===== config.mk =====
export PLATFORM = sky130hd
export DESIGN_NAME = taylor_series_sin_cos_exp_flat
export DESIGN_NICKNAME = d
export VERILOG_FILES = /design/src/design/tss_pkg.sv /design/src/design/tss_if.sv /design/src/design/tss_term_unit.sv /design/src/design/taylor_series_sin_cos_exp.sv /design/src/flat_wrapper.sv
export SDC_FILE = /design/constraint.sdc
export NUM_CORES = 2
export LEC_CHECK = 0
export ABC_AREA = 1
export BUFFER_PORTS_ARGS = -buffer_cell sky130_fd_sc_hd__buf_2
export CAP_MARGIN = 20
export CORE_ASPECT_RATIO = 0.75
export CORE_MARGIN = 3
export CORE_UTILIZATION = 32
export CTS_CLUSTER_SIZE = 8
export DETAILED_ROUTE_END_ITERATION = 16
export PLACE_DENSITY = 0.55
export RECOVER_POWER = 50
export SKIP_LAST_GASP = 1
export SYNTH_ARGS = -nofsm -noshare
export SYNTH_HDL_FRONTEND = slang
export SYNTH_HIERARCHICAL = 1
export SYNTH_SLANG_ARGS = --single-unit

===== constraint.sdc =====
create_clock -name clk -period 11.9 [get_ports clk]
set_clock_uncertainty 0.15 [all_clocks]
set_input_delay 1.785 -clock clk [delete_from_list [all_inputs] [get_ports clk]]
set_output_delay 1.785 -clock clk [all_outputs]
set_load 0.02 [all_outputs]

===== src/design/tss_pkg.sv =====
package tss_pkg;

  // Series length
  localparam int MAX_ORDER = 16;
  localparam int N_W       = $clog2(MAX_ORDER + 1);

  // Argument and result formats
  localparam int X_W      = 16;
  localparam int X_FRAC   = 12;
  localparam int AX_W     = 16;
  localparam int RES_W    = 32;
  localparam int RES_FRAC = 16;

  // Term magnitudes are Q.32; the largest term for |x| <= 8 stays below 2^41
  localparam int SUM_FRAC = 32;
  localparam int M_W      = 42;
  localparam int SUM_W    = 48;
  localparam int PROD_W   = M_W + AX_W;

  // Divide by n: one 8-bit quotient digit per cycle
  localparam int DIGIT     = 8;
  localparam int DIV_STEPS = (PROD_W - X_FRAC + DIGIT - 1) / DIGIT;
  localparam int DVD_W     = DIV_STEPS * DIGIT;
  localparam int STEP_W    = $clog2(DIV_STEPS);

  // Configuration registers
  localparam int FS_W       = 2;
  localparam int HP_W       = 5;
  localparam int CFG_IDX_W  = 2;
  localparam int CFG_DATA_W = 5;

  localparam logic [CFG_IDX_W-1:0] REG_FUNCTION_SELECT = 2'd0;
  localparam logic [CFG_IDX_W-1:0] REG_HIGHEST_POWER   = 2'd1;

  localparam logic [FS_W-1:0] FUNC_SIN = 2'd0;
  localparam logic [FS_W-1:0] FUNC_COS = 2'd1;
  localparam logic [FS_W-1:0] FUNC_EXP = 2'd2;

  localparam logic [FS_W-1:0] FS_RESET = FUNC_SIN;
  localparam logic [HP_W-1:0] HP_RESET = 5'd7;

  typedef enum logic [1:0] {
    ST_IDLE,
    ST_MUL,
    ST_WAIT,
    ST_FINAL
  } state_t;

endpackage


===== src/design/tss_if.sv =====
interface tss_in_if;
  import tss_pkg::*;
  logic                  valid;
  logic                  ready;
  logic signed [X_W-1:0] x_value;
  modport source (output valid, output x_value, input ready);
  modport sink   (input valid, input x_value, output ready);
endinterface

interface tss_out_if;
  import tss_pkg::*;
  logic                    valid;
  logic                    ready;
  logic signed [RES_W-1:0] approximation;
  logic                    saturated;
  modport source (output valid, output approximation, output saturated, input ready);
  modport sink   (input valid, input approximation, input saturated, output ready);
endinterface

interface tss_cfg_if;
  import tss_pkg::*;
  logic                  valid;
  logic                  ready;
  logic [CFG_IDX_W-1:0]  index;
  logic [CFG_DATA_W-1:0] data;
  modport source (output valid, output index, output data, input ready);
  modport sink   (input valid, input index, input data, output ready);
endinterface


===== src/design/tss_term_unit.sv =====
module tss_term_unit (
  input  logic                   clk,
  input  logic                   rst,
  input  logic                   start,
  input  logic [tss_pkg::M_W-1:0]  m,
  input  logic [tss_pkg::AX_W-1:0] ax,
  input  logic [tss_pkg::N_W-1:0]  n,
  output logic                   done,
  output logic [tss_pkg::M_W-1:0]  q
);
  import tss_pkg::*;

  logic              busy;
  logic [STEP_W-1:0] cnt;
  logic [DVD_W-1:0]  work;
  logic [DVD_W-1:0]  work_next;
  logic [N_W-1:0]    rem;
  logic [N_W-1:0]    rem_next;
  logic [PROD_W-1:0] product;

  assign product = PROD_W'(m) * PROD_W'(ax);

  // Restoring long division, DIGIT quotient bits per cycle; quotient bits shift in at the bottom
  always_comb begin
    logic [N_W:0]     t;
    logic [N_W-1:0]   r;
    logic [DVD_W-1:0] w;
    r = rem;
    w = work;
    for (int i = 0; i < DIGIT; i++) begin
      t = {r, w[DVD_W-1]};
      w = {w[DVD_W-2:0], 1'b0};
      if (t >= {1'b0, n}) begin
        t    = t - {1'b0, n};
        w[0] = 1'b1;
      end
      r = t[N_W-1:0];
    end
    work_next = w;
    rem_next  = r;
  end

  always_ff @(posedge clk) begin
    if (rst) begin
      busy <= 1'b0;
      done <= 1'b0;
      cnt  <= '0;
    end else begin
      done <= 1'b0;
      if (start) begin
        busy <= 1'b1;
        cnt  <= '0;
      end else if (busy) begin
        cnt <= cnt + 1'b1;
        if (cnt == STEP_W'(DIV_STEPS - 1)) begin
          busy <= 1'b0;
          done <= 1'b1;
        end
      end
    end
  end

  // Load the product scaled down by the argument's fraction bits, then divide by n
  always_ff @(posedge clk) begin
    if (start) begin
      work <= DVD_W'(product >> X_FRAC);
      rem  <= '0;
    end else if (busy) begin
      work <= work_next;
      rem  <= rem_next;
    end
  end

  assign q = work[M_W-1:0];

endmodule


===== src/design/taylor_series_sin_cos_exp.sv =====
// Each argument runs T terms in turn, then its result is loaded into the output register,
//   T = clamped highest_power minus the first power (1 for sine, 0 otherwise), at least 0.
// Each term runs on the shared term unit: a 42x16 multiply loaded at start,
//   six 8-bit quotient-digit steps of the divide by n, one accumulate.
// New arguments wait until the last result is loaded (T = 0 for an unused selector).
// Reset (rst, synchronous high): function_select sine, highest_power 7, no result pending.
module taylor_series_sin_cos_exp (
  input logic clk,
  input logic rst,
  tss_cfg_if.sink   cfg,
  tss_in_if.sink    arg,
  tss_out_if.source result
);
  import tss_pkg::*;

  localparam logic [M_W-1:0]   ONE_TERM   = M_W'(1) << SUM_FRAC;
  localparam logic [SUM_W-1:0] ROUND_HALF = SUM_W'(1) << (SUM_FRAC - RES_FRAC - 1);
  localparam logic [SUM_W-1:0] POS_MAG    = SUM_W'((64'd1 << (RES_W - 1)) - 64'd1);
  localparam logic [SUM_W-1:0] NEG_MAG    = SUM_W'(64'd1 << (RES_W - 1));

  state_t state;
  state_t state_next;

  logic [FS_W-1:0]  func_sel;
  logic [HP_W-1:0]  high_pow;

  logic             xneg;
  logic [AX_W-1:0]  ax;
  logic [FS_W-1:0]  sel_r;
  logic [N_W-1:0]   hp_r;
  logic [N_W-1:0]   n;
  logic [M_W-1:0]   m;
  logic [SUM_W-1:0] sum;

  logic             out_valid;
  logic [RES_W-1:0] approx_r;
  logic             sat_r;

  logic             term_start;
  logic             term_done;
  logic [M_W-1:0]   term_q;
  logic             out_load;

  // Values taken at the argument transfer
  logic             xneg_in;
  logic [AX_W-1:0]  ax_in;
  logic [N_W-1:0]   hp_in;
  logic [N_W-1:0]   n0;
  logic             sel_valid;
  logic             first_final;
  logic [M_W-1:0]   m_init;
  logic [SUM_W-1:0] sum_init;

  logic             use_term;
  logic             tneg;
  logic [SUM_W-1:0] term_ext;
  logic [SUM_W-1:0] sum_acc;

  logic             sum_neg;
  logic [SUM_W-1:0] mag;
  logic [SUM_W-1:0] rnd;
  logic [SUM_W-1:0] clip;
  logic             sat_val;
  logic [SUM_W-1:0] res_full;

  tss_term_unit u_term (
    .clk   (clk),
    .rst   (rst),
    .start (term_start),
    .m     (m),
    .ax    (ax),
    .n     (n),
    .done  (term_done),
    .q     (term_q)
  );

  // Configuration
  assign cfg.ready = 1'b1;

  always_ff @(posedge clk) begin
    if (rst) begin
      func_sel <= FS_RESET;
      high_pow <= HP_RESET;
    end else if (cfg.valid) begin
      unique case (cfg.index)
        REG_FUNCTION_SELECT: func_sel <= cfg.data[FS_W-1:0];
        REG_HIGHEST_POWER:   high_pow <= cfg.data[HP_W-1:0];
        default: ;
      endcase
    end
  end

  // Argument setup
  always_comb begin
    xneg_in   = arg.x_value[X_W-1];
    ax_in     = xneg_in ? AX_W'(-arg.x_value) : AX_W'(arg.x_value);
    hp_in     = (high_pow > HP_W'(MAX_ORDER)) ? N_W'(MAX_ORDER) : N_W'(high_pow);
    n0        = (func_sel == FUNC_SIN) ? N_W'(2) : N_W'(1);
    sel_valid = (func_sel == FUNC_SIN) || (func_sel == FUNC_COS) || (func_sel == FUNC_EXP);
    first_final = !sel_valid || (n0 > hp_in);
    if (func_sel == FUNC_SIN) begin
      m_init   = M_W'(ax_in) << (SUM_FRAC - X_FRAC);
      sum_init = xneg_in ? (SUM_W'(0) - SUM_W'(m_init)) : SUM_W'(m_init);
    end else begin
      m_init   = ONE_TERM;
      sum_init = sel_valid ? SUM_W'(ONE_TERM) : '0;
    end
  end

  // Term sign and parity
  always_comb begin
    case (sel_r)
      FUNC_SIN: begin
        use_term = n[0];
        tneg     = xneg ^ n[1];
      end
      FUNC_COS: begin
        use_term = !n[0];
        tneg     = n[1];
      end
      default: begin
        use_term = 1'b1;
        tneg     = xneg & n[0];
      end
    endcase
    term_ext = SUM_W'(term_q);
    if (!use_term) begin
      sum_acc = sum;
    end else if (tneg) begin
      sum_acc = sum - term_ext;
    end else begin
      sum_acc = sum + term_ext;
    end
  end

  // Round the Q.32 magnitude half away from zero to Q15.16, then clip
  always_comb begin
    sum_neg = sum[SUM_W-1];
    mag     = sum_neg ? (SUM_W'(0) - sum) : sum;
    rnd     = (mag + ROUND_HALF) >> (SUM_FRAC - RES_FRAC);
    if (sum_neg) begin
      sat_val  = rnd > NEG_MAG;
      clip     = sat_val ? NEG_MAG : rnd;
      res_full = SUM_W'(0) - clip;
    end else begin
      sat_val  = rnd > POS_MAG;
      clip     = sat_val ? POS_MAG : rnd;
      res_full = clip;
    end
  end

  // Sequencer
  always_ff @(posedge clk) begin
    if (rst) begin
      state <= ST_IDLE;
    end else begin
      state <= state_next;
    end
  end

  always_comb begin
    state_next = state;
    arg.ready  = 1'b0;
    term_start = 1'b0;
    out_load   = 1'b0;
    unique case (state)
      ST_IDLE: begin
        arg.ready = 1'b1;
        if (arg.valid) begin
          state_next = first_final ? ST_FINAL : ST_MUL;
        end
      end
      ST_MUL: begin
        term_start = 1'b1;
        state_next = ST_WAIT;
      end
      ST_WAIT: begin
        if (term_done) begin
          state_next = (n == hp_r) ? ST_FINAL : ST_MUL;
        end
      end
      ST_FINAL: begin
        // hold until the output register is free
        if (!out_valid || result.ready) begin
          out_load   = 1'b1;
          state_next = ST_IDLE;
        end
      end
      default: state_next = ST_IDLE;
    endcase
  end

  always_ff @(posedge clk) begin
    if (arg.valid && arg.ready) begin
      xneg  <= xneg_in;
      ax    <= ax_in;
      sel_r <= func_sel;
      hp_r  <= hp_in;
      n     <= n0;
      m     <= m_init;
      sum   <= sum_init;
    end else if (state == ST_WAIT && term_done) begin
      m   <= term_q;
      sum <= sum_acc;
      n   <= n + 1'b1;
    end
    if (out_load) begin
      approx_r <= res_full[RES_W-1:0];
      sat_r    <= sat_val;
    end
  end

  always_ff @(posedge clk) begin
    if (rst) begin
      out_valid <= 1'b0;
    end else if (out_load) begin
      out_valid <= 1'b1;
    end else if (result.ready) begin
      out_valid <= 1'b0;
    end
  end

  assign result.valid         = out_valid;
  assign result.approximation = approx_r;
  assign result.saturated     = sat_r;

  a_done_in_wait: assert property (@(posedge clk) disable iff (rst)
    term_done |-> state == ST_WAIT)
    else $error("term unit finished outside the wait state");

  a_mul_then_wait: assert property (@(posedge clk) disable iff (rst)
    state == ST_MUL |=> state == ST_WAIT)
    else $error("term start not followed by wait");

  a_n_bound: assert property (@(posedge clk) disable iff (rst)
    state == ST_WAIT |-> (n <= hp_r && n != '0))
    else $error("term index outside the series");

  a_final_hold: assert property (@(posedge clk) disable iff (rst)
    (state == ST_FINAL && out_valid && !result.ready) |=> state == ST_FINAL)
    else $error("result overwritten before transfer");

endmodule

===== src/flat_wrapper.sv =====
// flat-port wrapper written by rule: the top's interface ports become plain ports
module taylor_series_sin_cos_exp_flat import tss_pkg::*;
  (clk, rst, cfg_valid, cfg_index, cfg_data, cfg_ready, arg_valid, arg_x_value, arg_ready, result_valid, result_approximation, result_saturated, result_ready);
  tss_cfg_if cfg_i ();
  tss_in_if arg_i ();
  tss_out_if result_i ();
  input logic clk;
  input logic rst;
  input wire logic [$bits(cfg_i.valid)-1:0] cfg_valid;
  input wire logic [$bits(cfg_i.index)-1:0] cfg_index;
  input wire logic [$bits(cfg_i.data)-1:0] cfg_data;
  output wire logic [$bits(cfg_i.ready)-1:0] cfg_ready;
  input wire logic [$bits(arg_i.valid)-1:0] arg_valid;
  input wire logic [$bits(arg_i.x_value)-1:0] arg_x_value;
  output wire logic [$bits(arg_i.ready)-1:0] arg_ready;
  output wire logic [$bits(result_i.valid)-1:0] result_valid;
  output wire logic [$bits(result_i.approximation)-1:0] result_approximation;
  output wire logic [$bits(result_i.saturated)-1:0] result_saturated;
  input wire logic [$bits(result_i.ready)-1:0] result_ready;
  assign cfg_i.valid = cfg_valid;
  assign cfg_i.index = cfg_index;
  assign cfg_i.data = cfg_data;
  assign cfg_ready = cfg_i.ready;
  assign arg_i.valid = arg_valid;
  assign arg_i.x_value = arg_x_value;
  assign arg_ready = arg_i.ready;
  assign result_valid = result_i.valid;
  assign result_approximation = result_i.approximation;
  assign result_saturated = result_i.saturated;
  assign result_i.ready = result_ready;
  taylor_series_sin_cos_exp u_core (.clk(clk), .rst(rst), .cfg(cfg_i), .arg(arg_i), .result(result_i));
endmodule

Yosys cells after proc, flatten, opt, wreduce, memory -nomap -nowiden
Cells that the tools add are included.

$add $sub $neg: 17. Multiply operators: 1. Order comparisons: 12. Reductions and logical operators: 23. Mux-type cells: 56. Equal/unequal tests: 12. Bitwise gates (word level): 3.

Operators by type and width (count): $mux W48 (7); $mux W32 (3); $mux W46 (2); $mux W42 (2); $mul A42 B16 Y58 (1); $mux W5 (11); $add A48 B16 Y48 const B (1); $add A48 B42 Y48 (1); $ge A6 B5 Y1 (8); $sub A1 B48 Y48 const A (1); $sub A48 B42 Y48 (1); $sub A5 B5 Y5 (8); $sub A1 B36 Y37 const A (1); $mux W36 (1); $mux W33 (1); $gt A32 B31 Y1 const B (1); $gt A32 B32 Y1 const B (1); $sub A1 B32 Y32 const A (1); $mux W1 (19); $mux W16 (1); $neg A16 Y16 (1); $mux W2 (6); $eq A2 B1 Y1 const B (4); $logic_not A2 Y1 (4); 22 further kinds (37).

Register bits: 220.

Depth between registers and ports, before layout
Depth in word-level cells: 18. Mapped depth: 81. Mapped depth without buffers: 81.

Cells and area by module
The synthesis kept the hierarchy.

By module, submodules not included: tss_term_unit (sequential area each 1621.6 um^2, area an instance 25872.3 um^2, cells each 3345, instances 1); taylor_series_sin_cos_exp (sequential area each 4764.6 um^2, area an instance 14323.7 um^2, cells each 2106, instances 1).

Worst setup path before layout
No wires, ideal clock.

Path kind: register to register. Start: register u_core.n[1]. End: register u_core.u_term.work[0] (data pin). Arrival: 10.774 ns. Setup time: 0.267 ns. Stages on the path, launching flop included: 76. Clock period less this slack: 11.191 ns. Slack: 0.709 ns. Path through: edfxtp_1 -> inv_1 -> fa_1 -> inv_1 -> nand2_1 -> inv_1 -> nor2_2 -> nor2_4 -> nand2_1 -> nand2_1 -> inv_1 -> fa_1 -> nand2_1 -> nand3b_1 -> nor2b_1 -> nand3_2 -> nor2_1 -> nor2_1 -> [... 40 more ...] -> nor2_1 -> a211oi_1 -> o21ai_0 -> a21oi_1 -> inv_1 -> nor2_2 -> nand3_1 -> nand2_1 -> inv_1 -> ha_1 -> nand3_1 -> nand3b_1 -> nand2_1 -> nand2_1 -> inv_1 -> nand3_4 -> nand2_1 -> o21ai_0.

Longest elaborated chain between the ends: 18. Elaborated cells on any way between the ends: 25. Classes of those cells: add/sub: 7; order compare: 8; mux: 10.

Ends and longest elaborated chain: start: declaration (RTL line taylor_series_sin_cos_exp.sv:31) `logic [N_W-1:0] n;`; start signal: assignment (RTL line taylor_series_sin_cos_exp.sv:199) `n <= n0;`; start signal: assignment (RTL line taylor_series_sin_cos_exp.sv:205) `n <= n + 1'b1;`; $sub A5 B5 Y5 or $ge A6 B5 Y1 (tied branches) (RTL line tss_term_unit.sv:34, tss_term_unit.sv:33); $mux W5 (RTL line tss_term_unit.sv:33) `if (t >= {1'b0, n}) begin`; $sub A5 B5 Y5 or $ge A6 B5 Y1 (tied branches) (RTL line tss_term_unit.sv:34, tss_term_unit.sv:33); $mux W5 (RTL line tss_term_unit.sv:33); $sub A5 B5 Y5 or $ge A6 B5 Y1 (tied branches) (RTL line tss_term_unit.sv:34, tss_term_unit.sv:33); $mux W5 (RTL line tss_term_unit.sv:33); $sub A5 B5 Y5 or $ge A6 B5 Y1 (tied branches) (RTL line tss_term_unit.sv:34, tss_term_unit.sv:33); $mux W5 (RTL line tss_term_unit.sv:33); [... 2 more ...]; $sub A5 B5 Y5 or $ge A6 B5 Y1 (tied branches) (RTL line tss_term_unit.sv:34, tss_term_unit.sv:33); $mux W5 (RTL line tss_term_unit.sv:33); $sub A5 B5 Y5 or $ge A6 B5 Y1 (tied branches) (RTL line tss_term_unit.sv:34, tss_term_unit.sv:33); $mux W5 (RTL line tss_term_unit.sv:33); $ge A6 B5 Y1 * (RTL line tss_term_unit.sv:33); $mux W1 * (RTL line tss_term_unit.sv:33); $mux W46 * (RTL line tss_term_unit.sv:68) `end else if (busy) begin`; $mux W46 * (RTL line tss_term_unit.sv:65) `if (start) begin`; end signal: assignment (RTL line tss_term_unit.sv:66) `work <= DVD_W'(product >> X_FRAC);`; end signal: assignment (RTL line tss_term_unit.sv:69) `work <= work_next;`; end: declaration (RTL line tss_term_unit.sv:15) `logic [DVD_W-1:0] work;`.

Every way passes the cells marked *; elsewhere a longest branch is shown, timed or not. The select of a mux whose other input is x is not followed. A chain may end at the register's enable or synchronous reset.

Worst setup path after layout
Start: register u_core.n[3]. End: register u_core.u_term.work[0] (data pin).

Longest elaborated chain between the ends: 18. Elaborated cells on any way between the ends: 25. Classes of those cells: add/sub: 7; order compare: 8; mux: 10.

Ends and longest elaborated chain (RTL line): $sub A5 B5 Y5 or $ge A6 B5 Y1 (tied branches) (tss_term_unit.sv:34, tss_term_unit.sv:33); $mux W5 (tss_term_unit.sv:33); $sub A5 B5 Y5 or $ge A6 B5 Y1 (tied branches) (tss_term_unit.sv:34, tss_term_unit.sv:33); $mux W5 (tss_term_unit.sv:33); $ge A6 B5 Y1 or $sub A5 B5 Y5 (tied branches) (tss_term_unit.sv:33, tss_term_unit.sv:34); $mux W5 (tss_term_unit.sv:33); $sub A5 B5 Y5 or $ge A6 B5 Y1 (tied branches) (tss_term_unit.sv:34, tss_term_unit.sv:33); $mux W5 (tss_term_unit.sv:33); [... 2 more ...]; $sub A5 B5 Y5 or $ge A6 B5 Y1 (tied branches) (tss_term_unit.sv:34, tss_term_unit.sv:33); $mux W5 (tss_term_unit.sv:33); $sub A5 B5 Y5 or $ge A6 B5 Y1 (tied branches) (tss_term_unit.sv:34, tss_term_unit.sv:33); $mux W5 (tss_term_unit.sv:33); $ge A6 B5 Y1 * (tss_term_unit.sv:33); $mux W1 * (tss_term_unit.sv:33); $mux W46 * (tss_term_unit.sv:68); $mux W46 * (tss_term_unit.sv:65).

Marks and branches as above.

==> results.cfg <==
[status]
status = finished, violations left
violations = capacitance limit, slew limit

[floorplan]
core-area_mm2 = 0.123
initial_core_util = 0.326
die_w_um = 415
die_area_mm2 = 0.130
die_h_um = 313
pin_count = 64
num_rows = 111

[layout]
fin_nets = 6166
layout_common_cells = nand2_1, inv_1, fa_1
post_layout_nonfiller_instances = 6999
final_area_mm2 = 0.0428
drive_gt1_frac = 0.0528
final_common_cell = nand2_1
nFillCells = 13200
insertedDiodeCount = 0
area_growth_pct = 6.49

[setup_path]
crit_slowest_cell = fa_1
arrival_ps = 11060
r2r_setup_slack_ps = 930
slowest_delay_ps = 450
crit_type = reg -> reg
cpMostUsedCell = nand2_1
crit_fanout = 9
cp.required_ps = 12000
end_kind = flop
setup.worst_path.start_class = flop

[drt]
wl_per_cell_um = 18.5
wl_um = 130000
vias_per_cell = 4.93
drc = 0
vias = 34500
drt_iter0_drc = 3160
ant_nets = 0
dr.pass1.iters = 8

[grt]
grt_use_total = 0.201
overflow = 0
grt_max_degree = 81
grt_pass1_wl_um = 204000
grt_pass1_vias = 34400
antenna_found_initial = 4

[placed_design]
place.port_buffers = 62
dp_hpwl_um = 103000
place_congestion = 0.959
placed_cell_area_mm2 = 0.0418
dpl.cell_count = 6947

[clock_network]
path_clk_slew_ps = 50
cts_tree = built
insertion_delay_ps = 550
cts_hold_buf = 0
cts_max_path_buffers = 3
clock_sinks = 220
htree_levels = 2
root_buffer = clkbuf_16
cts_buffers = 34

[timing]
slew_viol_final = 262
setup_viol = 0
fmax_mhz = 91.2
relSlewSlack = -1.48
period_minus_slack_ps = 10970
min_period_over_period = 0.921
tightest_slew_ps = 3720
hold_violations = 0
holdWs_ps = 333

[logic_synthesis]
synth.avg_cell_area_um2 = 7.37
syn_nets = 6268
syn-instance-count = 5451
ys_seq_area_frac = 0.159
yosys_warnings = 6
yosysUniqueCellTypes = 64
async_reset_ff_frac = 0
synth_ff_type = edfxtp_1
synth-edff-count = 198
synth-seq-cells = 220
synth_area_mm2 = 0.0402

[job]
maxCapViolCount = 6

[min_path]
hp-class = reg -> reg
==> synth_stat cells (3+ instances only) <==
master	n	area share
inv_2	8	0.00075
o21a_1	18	0.0034
buf_1	5	0.00047
clkinv_1	3	0.00028
nand2_2	33	0.0051
xor2_1	99	0.022
clkbuf_1	197	0.018
buf_2	6	0.00075
nor4_1	11	0.0017
nand2_4	11	0.0031
o21ai_1	9	0.0011
dfxtp_1	22	0.011
a21o_1	9	0.0017
nand3b_1	17	0.0032
o2111ai_1	3	0.00065
or2_1	4	0.00062
nand3_4	7	0.0031
nand3_2	8	0.0020
o31ai_1	9	0.0017
o21ai_0	209	0.026
a31o_2	3	0.00065
or2_2	31	0.0048
buf_4	44	0.0082
a41oi_1	3	0.00065
edfxtp_1	198	0.15
a21oi_1	193	0.024
nor3_1	40	0.0050
inv_1	1117	0.10
xnor2_1	40	0.0087
ha_1	223	0.069
nand3_1	207	0.026
a31oi_1	45	0.0070
o21bai_1	10	0.0019
o211ai_1	17	0.0032
nand2_1	1477	0.14
o22ai_1	16	0.0025
nand4_1	25	0.0039
nor2_4	8	0.0022
a21boi_0	4	0.00075
fa_1	566	0.28
a211oi_1	9	0.0017
nor2_2	39	0.0061
nor2_1	423	0.040
==> final timing paths <==
| path | from | endpoint | depth (start not counted) |
|---|---|---|---|
| setup reg to reg | u_core/n[3] | u_core/u_term/work[0] | 76 |
| hold / removal | u_core/u_term/rem[2] | u_core/u_term/rem[2] | 2 |
| setup / recovery | u_core/n[3] | u_core/u_term/work[0] | 76 |
| hold reg to reg | u_core/u_term/rem[2] | u_core/u_term/rem[2] | 2 |
==> state kept, by name (all words and copies together), names as in the netlist <==
name                         count
u_core/hp_r                      5
u_core/u_term/done               1
u_core/xneg                      1
u_core/sum                      48
u_core/state                     2
u_core/result.valid              1
u_core/u_term/rem                5
u_core/result.approximation     32
u_core/high_pow                  5
u_core/sel_r                     2
u_core/u_term/work              48
u_core/ax                       16
u_core/result.saturated          1
u_core/m                        42
u_core/n                         5
u_core/func_sel                  2
u_core/u_term/cnt                3
u_core/u_term/busy               1
==> area by class of cell <==
| type | instances | area (µm²) | share of cell area |
|---|---|---|---|
| clock buffer | 44 | 920 | 0.0215 |
| timing repair buffer | 115 | 642 | 0.0150 |
| tap | 1638 | 2050 | 0.0479 |
| inverter | 1128 | 4240 | 0.0989 |
| sequential | 220 | 6390 | 0.149 |
| clock inverter | 4 | 21.3 | 0.000497 |
| multi-input combinational | 3850 | 28500 | 0.667 |
==> timing repair <==
action                                  CTS  global route
resized for setup                         0            24
buffers inserted                          0             2
endpoints found under the setup margin    0             6
==> critical path: cells and delay by family, from the launching register on <==
kind | cells | cell delay, ps
DFF | 1 | 430
AOI/OAI and AO/OA | 9 | 1430
adders and majority gates | 8 | 2900
and+or+nand+nor | 47 | 4610
buffers and inverters | 12 | 1130
==> cell families after synthesis <==
family,share of synthesized area
xor gates and xnor gates,0.0303
and+or+nand+nor,0.246
AOI/OAI and AO/OA,0.0798
adders and majority gates,0.351
buffers and inverters,0.134
other,0.0000933
DFF,0.159
==> routing by layer <==
metal | share of wire | vias to the layer above | GRT usage | wire (µm)
met4 | 0.018 | 2 | 0.0351 | 2300
met3 | 0.097 | 105 | 0.0479 | 12600
li1 | - | 16400 | - | -
met5 | 0.000092 | - | 0 | 12
met2 | 0.40 | 1236 | 0.287 | 51700
met1 | 0.49 | 16800 | 0.307 | 63200
==> stage by stage <==
stage	utilization	worst slack, ps	setup TNS, ps
floorplan	-	709	0
global placement	0.339	241	0
detailed placement	0.339	246	0
CTS	0.346	179	0
global route	0.347	-59.4	-72.2
finish	0.347	934	0
Power is left out: the tool's default activity adds up to more than one toggle a clock period on the data nets, which glitch-free logic cannot reach.
